`config.mk`:
```
export PLATFORM = sky130hd
export DESIGN_NAME = gscfc_frame
export DESIGN_NICKNAME = d
export VERILOG_FILES = /design/src/hw/rtl/gscfc_pkg.sv /design/src/hw/rtl/gscfc_frame.sv
export SDC_FILE = /design/constraint.sdc
export NUM_CORES = 1
export LEC_CHECK = 0
export ABC_CLOCK_PERIOD_IN_PS = 2800
export BUFFER_PORTS_ARGS = -buffer_cell sky130_fd_sc_hd__buf_2
export CAP_MARGIN = 20
export CORE_ASPECT_RATIO = 2
export CORE_MARGIN = 2
export CORE_UTILIZATION = 46
export CTS_CLUSTER_SIZE = 20
export DETAILED_ROUTE_END_ITERATION = 16
export PLACE_DENSITY = 0.71
export SETUP_SLACK_MARGIN = 0.1
export SYNTH_ARGS = -nofsm -noshare
export SYNTH_HDL_FRONTEND = slang
export SYNTH_SLANG_ARGS = --single-unit
```
`constraint.sdc`:
```
create_clock -name clk_i -period 2.8 [get_ports clk_i]
set_clock_uncertainty 0.2 [all_clocks]
set_input_delay 0.14 -clock clk_i [delete_from_list [all_inputs] [get_ports clk_i]]
set_output_delay 0.14 -clock clk_i [all_outputs]
set_load 0.01 [all_outputs]
```
`src/hw/rtl/gscfc_pkg.sv`:
```
// gscfc_pkg: shared types, constants and the crc-8 byte update for the
// gas sensor response frame checker
// no dependencies
package gscfc_pkg;

  // crc-8 constants: polynomial x^8+x^5+x^4+1, msb first, no final xor
  localparam logic [7:0] CrcInit = 8'hFF;
  localparam logic [7:0] CrcPoly = 8'h31;
  localparam logic [7:0] CrcMsb  = 8'h80;

  // byte position within a response frame
  typedef logic [2:0] pos_t;

  localparam pos_t PosData0  = 3'd0;  // first word, high byte
  localparam pos_t PosData1  = 3'd1;  // first word, low byte
  localparam pos_t PosCrc0   = 3'd2;  // crc of the first group
  localparam pos_t PosData2  = 3'd3;  // second word, high byte
  localparam pos_t PosData3  = 3'd4;  // second word, low byte
  localparam pos_t PosCrc1   = 3'd5;  // crc of the second group
  localparam pos_t FrameLast = PosCrc1;

  // one input transfer
  typedef struct packed {
    logic       frame_first;
    logic [7:0] rx_byte;
  } item_t;

  // one result transfer
  typedef struct packed {
    logic        frame_status;
    logic [15:0] tvoc_ppb;
    logic [15:0] eco2_ppm;
  } res_t;

  // feed one byte into the crc, eight bit steps
  function automatic logic [7:0] crc_feed(logic [7:0] crc, logic [7:0] b);
    logic [7:0] c;
    c = crc ^ b;
    for (int k = 0; k < 8; k++) begin
      if ((c & CrcMsb) != 8'h00) begin
        c = (c << 1) ^ CrcPoly;
      end else begin
        c = c << 1;
      end
    end
    return c;
  endfunction

endpackage

```
`src/hw/rtl/gscfc_frame.sv`:
```
// gscfc_frame: byte position tracking, crc update and word capture
// depends on gscfc_pkg for types, constants and crc_feed
module gscfc_frame
  import gscfc_pkg::*;
(
  input  logic  clk_i,
  input  logic  rst_ni,
  input  logic  item_valid_i,
  input  item_t item_i,
  input  logic  out_room_i,
  output logic  item_take_o,
  output logic  res_valid_o,
  output res_t  res_o
);

  pos_t        pos_q, pos_d;
  logic [7:0]  crc_q, crc_d;
  logic [15:0] first_word_q, first_word_d;
  logic [7:0]  second_hi_q, second_hi_d;
  logic [7:0]  second_lo_q, second_lo_d;
  logic        first_ok_q, first_ok_d;

  logic        restart;
  pos_t        pos_eff;
  logic [7:0]  crc_base;
  logic        is_last;

  // a mark or an unused code starts the frame again
  assign restart  = item_i.frame_first || (pos_q > FrameLast);
  assign pos_eff  = restart ? PosData0 : pos_q;
  assign crc_base = restart ? CrcInit : crc_q;
  assign is_last  = (pos_eff == FrameLast);

  // the last byte waits only when the result register is full
  assign item_take_o = item_valid_i && (!is_last || out_room_i);
  assign res_valid_o = item_take_o && is_last;

  // result fields
  assign res_o.eco2_ppm     = first_word_q;
  assign res_o.tvoc_ppb     = {second_hi_q, second_lo_q};
  assign res_o.frame_status = !(first_ok_q && (crc_base == item_i.rx_byte));

  // next state per byte position
  always_comb begin
    pos_d        = pos_q;
    crc_d        = crc_q;
    first_word_d = first_word_q;
    second_hi_d  = second_hi_q;
    second_lo_d  = second_lo_q;
    first_ok_d   = first_ok_q;
    if (item_take_o) begin
      pos_d = pos_eff + 3'd1;
      unique case (pos_eff)
        PosData0: begin
          crc_d        = crc_feed(CrcInit, item_i.rx_byte);
          first_word_d = {item_i.rx_byte, 8'h00};
        end
        PosData1: begin
          crc_d        = crc_feed(crc_base, item_i.rx_byte);
          first_word_d = {first_word_q[15:8], item_i.rx_byte};
        end
        PosCrc0: begin
          first_ok_d = (crc_base == item_i.rx_byte);
          crc_d      = CrcInit;
        end
        PosData2: begin
          crc_d       = crc_feed(crc_base, item_i.rx_byte);
          second_hi_d = item_i.rx_byte;
        end
        PosData3: begin
          crc_d       = crc_feed(crc_base, item_i.rx_byte);
          second_lo_d = item_i.rx_byte;
        end
        default: begin
          // second group crc: frame complete
          pos_d = PosData0;
          crc_d = CrcInit;
        end
      endcase
    end
  end

  // frame state
  always_ff @(posedge clk_i or negedge rst_ni) begin
    if (!rst_ni) begin
      pos_q        <= PosData0;
      crc_q        <= CrcInit;
      first_word_q <= 16'h0000;
      second_hi_q  <= 8'h00;
      second_lo_q  <= 8'h00;
      first_ok_q   <= 1'b0;
    end else begin
      pos_q        <= pos_d;
      crc_q        <= crc_d;
      first_word_q <= first_word_d;
      second_hi_q  <= second_hi_d;
      second_lo_q  <= second_lo_d;
      first_ok_q   <= first_ok_d;
    end
  end

endmodule

```
==> impl_metrics.ini, run 1 <==
[synthesis]
ys.warnings.count = 0
synth_top_cells_by_area = dfrtp_1 36%, mux2_2 11%, dfstp_2 8.3%, xnor2_1 4.8%, xnor3_1 4.4%
postSynth.asyncResetShare_pct = 100
post-synth-top-area-cell = dfrtp_1
count_of_flip_flops_with_a_built_in_enable_after_synthesis = 0
synth_cell_types = 46
synth.avg_cell_area_um2 = 11.9
syn_area_mm2 = 0.00254
yosys_register_bits = 44
postSynth.topFlopCell = dfrtp_1
share_of_yosys_cell_area_claimed_by_the_top_area_cell_type_pct = 35.5
netlist_instances = 213
synth_sequential_area_ratio_pct = 43.8
syn_nets = 231

[clock_tree]
cts_inserted_buffers = 5
cts.repair_timing.setup_buffer_count = 0
cts-resized-gates = 0
cts.path.max_buffers = 2
h-tree-depth = 2
cts-hold-fix-buffers = 2
clkSlewWorstSetupHoldPaths_ns = 0.09
clk-insertion-delay-late_ns = 0.30
clock_tree_from_tritoncts = done
count_of_clock_tree_sinks = 44
clock_tree.root_cell = clkbuf_8

[worst_setup_path]
timing.critical_path.fanout_max = 13
critical_path.startpoint_type = flop
critPathMaxStageDelay_ns = 0.38
setup.worst_path.end = res_o[32]
crit-reg2reg-launch = pos_q[2]$_DFFE_PN0P_
reg2reg_depth = 8
startpoint_to_endpoint_class_of_the_critical_path = flop to primary output
worstSetupEndpointType = primary output
cp_data_arrival_time_ns = 2.13
timing.critical_path.required_ns = 2.46
cell_by_cell_trace_of_the_critical_path = buf_4 > a211oi_2 > xnor2_1 > nor4_1 > and3_1 > nand2_1 > buf_2
critPathLaunch = pos_q[2]$_DFFE_PN0P_
register_to_register_setup_slack_ns = 0.36
worstReg2RegEnd = crc_q[7]$_DFFE_PN1P_
slowest_stage = dfrtp_1

[floorplan]
initial_utilization_pct = 47.2
fp.dieW_um = 56.5
chipHeight_um = 109
dieArea_mm2 = 0.00616
top_level_ports = 48
core_region_area_mm2 = 0.00537
placement_rows = 38

[final_layout]
area_growth_syn_to_layout_pct = 14.6
finish.net_count = 278
finish.instance_area_mm2 = 0.00291
proportion_of_layout_cells_with_a_drive_suffix_above_1_pct = 42.5
layout_commonest_cell = buf_2
n_antenna_cell = 0
fillCellCount = 486
most-common-layout-cells = 47 x buf_2, 36 x dfrtp_1, 25 x mux2_2, 16 x nor2_1, 14 x xnor2_1

[detailed_routing]
route.detailed.drc = 0
number_of_vias_per_cell = 5.63
wl_um = 5820
drt_pre_antenna_iters = 6
routed-via-count = 1807
drt-initial-drc-count = 36
route.antenna.remaining_nets = 0
drt-wirelength-per-cell_um = 18.1

[pwr]
power_frac_seq_pct = 41.2
cellInternalPower_mw = 1.59
power.clock.fraction_pct = 16.9
power.switching_fraction_pct = 35.5
combinationalPowerShare_pct = 41.9
switchingPower_mw = 0.875
vdd_drop_max_v = 0.000648
totalPowerFinal_mw = 2.47
power.static_leakage_nw = 1.38
power.density_cell_area_mw_per_mm2 = 848

[global_route]
largest_net_degree_at_the_start_of_global_routing = 45
antenna_violations_before_repair = 0
number_of_global_route_vias_before_repair = 1791
track_usage_pct = 20.4
grt_overflow_total = 0
wire_length_of_the_first_global_routing_pass_um = 9320

[worst_hold_path]
worst_hold_path.num_cells = 2
holdCritPathClass = input port to flop

[timing]
post-route-min-period_ns = 2.47
slew_hr_pct = 36.3
final-max-slew-violation-count = 0
report.final.setup_viol = 0
finalCritPeriodShare_pct = 88.1
worst_pin_slew_ns = 0.956
timing.fmax_ghz = 0.405
grt_setup_unrepaired = false
final.setup.tns_ns = 0
final_hold_viol_count = 0

[placement]
detailed_place.area_mm2 = 0.00279
io_buffer_count = 47
hpwlAfterDp_um = 4400
gp_congestion = 0.877

[job]
max_capacitance_violation_count = 0

[outcome]
run_status = finished clean
-- worst max-delay path, delay by kind of cell, from the launching register on --
family                 cells  cell delay (ns)
AO/OA/AOI/OAI              1             0.30
buffers and inverters      2             0.32
flip-flops                 1             0.38
AND/OR/NAND/NOR            3             0.60
XOR/XNOR                   1             0.20
-- sequential cells by signal (all words and copies together) (netlist names) --
name / cells
crc_q: 8
first_ok_q: 1
first_word_q: 16
pos_q: 3
second_hi_q: 8
second_lo_q: 8
-- power by group through the flow --
| stage | clock (mW) | sequential, mW | combinational [mW] |
|---|---|---|---|
| after floorplan | 0 | 1.09 | 0.640 |
| after global placement | 0 | 1.02 | 1.02 |
| after detailed placement | 0 | 1.03 | 1.03 |
| after CTS | 0.434 | 1.02 | 1.04 |
| after global routing | 0.453 | 1.04 | 1.13 |
| final | 0.418 | 1.02 | 1.03 |
-- synthesized netlist by cell type, types with 5 or more instances --
cell      instances
a22o_1            8
xnor3_1           5
dfstp_2           8
a211oi_2          5
nand2_1           7
o211ai_1          8
dfrtp_1          36
xnor2_1          14
o22ai_1           6
ha_1              5
a211oi_1          6
xor2_1            7
mux2_2           25
nor2_1           16
-- cells by family after synthesis --
| group | Yosys count | share of synthesized area [%] |
|---|---|---|
| AOI/OAI and AO/OA | 48 | 14.7 |
| xor gates and xnor gates | 31 | 15.2 |
| adders and majority gates | 5 | 2.47 |
| buffers and inverters | 19 | 4.19 |
| DFF | 44 | 43.8 |
| muxes | 25 | 11.1 |
| and+or+nand+nor | 41 | 8.53 |
-- worst min-delay path by stage --
| stage | start | end | slack, ns |
|---|---|---|---|
| 2_1_floorplan | rst_ni | first_ok_q$_DFFE_PN0P_ | -0.36 |
| 3_3_place_gp | rst_ni | first_word_q[14]$_DFFE_PN0P_ | 0.14 |
| 3_5_place_dp | rst_ni | first_word_q[14]$_DFFE_PN0P_ | 0.14 |
| 4_1_cts | item_i[4] | first_word_q[4]$_DFFE_PN0P_ | 0.02 |
| 5_1_grt | item_i[4] | first_word_q[4]$_DFFE_PN0P_ | 0.04 |
| 6_report | item_i[4] | first_word_q[4]$_DFFE_PN0P_ | 0.03 |
-- final cells by class --
class / instances / area (um2) / share of cell area, %
clock buffers: 7 / 86.3 / 2.97
clock inverters: 1 / 7.51 / 0.258
inverters: 6 / 22.5 / 0.775
multi-input cells: 150 / 1320 / 45.4
flip-flops and latches: 44 / 1110 / 38.2
well taps: 60 / 75.1 / 2.58
repair buffers: 53 / 285 / 9.81
-- routing by layer --
layer,track usage (%),wire [um],up-vias
met5,0,0,-
met4,10.7,193,0
met3,3.68,201,17
met2,37.2,3280,52
met1,21.8,2150,878
li1,-,-,860
-- metrics by stage --
step / hold WS (ns) / utilization, % / cells / setup slack [ns]
global placement: 0.138 / 52.0 / 311 / 0.444
global route: 0.0415 / 54.1 / 321 / 0.188
finish: 0.0340 / 54.1 / 321 / 0.332
floorplan: -0.356 / - / 213 / 0.351
CTS: 0.0234 / 54.1 / 321 / 0.320
detailed placement: 0.144 / 52.0 / 311 / 0.392
No activity file was read; power rests on OpenSTA's default activity.
==> run 2, diff against run 1 <==
--- a/config.mk
+++ b/config.mk
@@ -14,6 +14,7 @@
 export CTS_CLUSTER_SIZE = 20
 export DETAILED_ROUTE_END_ITERATION = 16
 export PLACE_DENSITY = 0.71
+export RECOVER_POWER = 50
 export SETUP_SLACK_MARGIN = 0.1
 export SYNTH_ARGS = -nofsm -noshare
 export SYNTH_HDL_FRONTEND = slang
==> impl_metrics.ini, run 2 (same netlist as run 1, synthesis figures left out) <==
[timing]
worst_hold_slack_after_final_layout_ns = 0.0309
final.setup.tns_ns = 0
final-max-slew-violation-count = 0
grt_setup_unrepaired = false
final_hold_viol_count = 0
setup_ws_ns = 0.331
worst_pin_slew_ns = 1.07
slew_hr_pct = 28.8
timing.fmax_ghz = 0.405
report.final.setup_viol = 0
finalCritPeriodShare_pct = 88.2
post-route-min-period_ns = 2.47

[worst_setup_path]
critPathMaxStageDelay_ns = 0.38
timing.critical_path.fanout_max = 13
critical_path_buf_inv_count = 2
startpoint_to_endpoint_class_of_the_critical_path = flop to primary output
crit-reg2reg-launch = pos_q[2]$_DFFE_PN0P_
cp_data_arrival_time_ns = 2.13
worstReg2RegEnd = crc_q[7]$_DFFE_PN1P_
reg2reg_depth = 8
register_to_register_setup_slack_ns = 0.36
worstSetupEndpointType = primary output
critical_path.startpoint_type = flop
cell_by_cell_trace_of_the_critical_path = buf_4 > a211oi_2 > xnor2_1 > nor4_1 > and3_1 > nand2_1 > buf_2
timing.critical_path.required_ns = 2.46
slowest_stage = dfrtp_1
critical_path.top_delay_family = simple AND/OR/NAND/NOR gates

[placement]
hpwlAfterDp_um = 4400
detailed_place.area_mm2 = 0.00279
io_buffer_count = 47
total_instance_count_after_detailed_placement = 311
post-place-ws_ns = 0.392
gp_congestion = 0.877

[final_layout]
regMostFlops = first_word_q
finish.instance_area_mm2 = 0.00287
final_core_utilization_pct = 53.4
stdcell_count = 321
proportion_of_layout_cells_with_a_drive_suffix_above_1_pct = 30.3
area_growth_syn_to_layout_pct = 13.0
finish.net_count = 278
n_antenna_cell = 0
largest_register_ffs = 16
layout_commonest_cell = dfrtp_1
most-common-layout-cells = 36 x dfrtp_1, 33 x clkbuf_1, 25 x mux2_2, 16 x nor2_1

[global_route]
grt.met1_usage_pct = 21.8
largest_net_degree_at_the_start_of_global_routing = 45
wire_length_of_the_first_global_routing_pass_um = 9320
met2_track_demand_over_resource_in_global_routing_pct = 37.2
globalRoute.busiestLayer = met2
grt_util_met3_pct = 3.68
number_of_global_route_vias_before_repair = 1791
antenna_violations_before_repair = 0
grt_overflow_total = 0
track_usage_pct = 20.4

[detailed_routing]
wl_um = 5830
route.antenna.remaining_nets = 0
route.detailed.drc = 0
number_of_vias_per_cell = 5.61
drt-initial-drc-count = 65
drt_pre_antenna_iters = 4
routed-via-count = 1802
drt-wirelength-per-cell_um = 18.2

[clock_tree]
cts.repair_timing.setup_buffer_count = 0
clock_tree_from_tritoncts = done
clk-insertion-delay-late_ns = 0.30
cts_inserted_buffers = 5
count_of_clock_tree_sinks = 44
cts-resized-gates = 0
cts-hold-fix-buffers = 2
cts.path.max_buffers = 2
clock_tree.root_cell = clkbuf_8
h-tree-depth = 2
clkSlewWorstSetupHoldPaths_ns = 0.08

[worst_hold_path]
min_delay_worst_endpoint = first_word_q[4]$_DFFE_PN0P_
worst_hold_path.num_cells = 2
min_from = item_i[4]
holdCritPathClass = input port to flop

[pwr]
totalPowerFinal_mw = 2.42
power.static_leakage_nw = 1.27
vdd_drop_max_v = 0.000638
power.density_cell_area_mw_per_mm2 = 845

[floorplan]
chipHeight_um = 109
dieArea_mm2 = 0.00616
initial_utilization_pct = 47.2
core_region_area_mm2 = 0.00537
top_level_ports = 48
placement_rows = 38
fp.dieW_um = 56.5

[outcome]
run_status = finished clean

[job]
max_capacitance_violation_count = 0
-- run 2: final cells by class --
cell class / instances / area (um2)
sequential: 44 / 1110
inverter: 6 / 22.5
clock buffer: 7 / 86.3
timing repair buffer: 53 / 245
tap: 60 / 75.1
multi-input combinational: 150 / 1320
fill: 509 / 2500
clock inverter: 1 / 7.51
-- run 2: worst reg2reg max path, delay by kind of cell (launching register included) --
| family | cells | cell delay [ns] |
|---|---|---|
| AO/OA/AOI/OAI | 3 | 0.90 |
| AND/OR/NAND/NOR | 3 | 0.54 |
| flip-flops | 1 | 0.38 |
| adder cells (fa/ha/maj) | 1 | 0.27 |
| buffers and inverters | 1 | 0.08 |
-- run 2: worst max path at each step --
stage	start	slack [ns]	depth (start not counted)	to
after floorplan	pos_q[2]$_DFFE_PN0P_	0.35	11	crc_q[6]$_DFFE_PN1P_
after global placement	pos_q[2]$_DFFE_PN0P_	0.44	8	crc_q[7]$_DFFE_PN1P_
after detailed placement	pos_q[2]$_DFFE_PN0P_	0.39	8	crc_q[7]$_DFFE_PN1P_
after CTS	pos_q[2]$_DFFE_PN0P_	0.32	7	res_o[32]
after global routing	pos_q[2]$_DFFE_PN0P_	0.19	7	res_o[32]
final	pos_q[2]$_DFFE_PN0P_	0.33	7	res_o[32]
-- run 2: report_power, final --
group	internal [mW]	switching (mW)
logic	0.462	0.527
clock network	0.200	0.216
registers	0.886	0.134
-- run 2: routing by layer --
layer  vias up  routed length, um
li1        863                  -
met3        13                177
met1       880               2120
met2        46               3360
met4         0                170
met5         -                  0
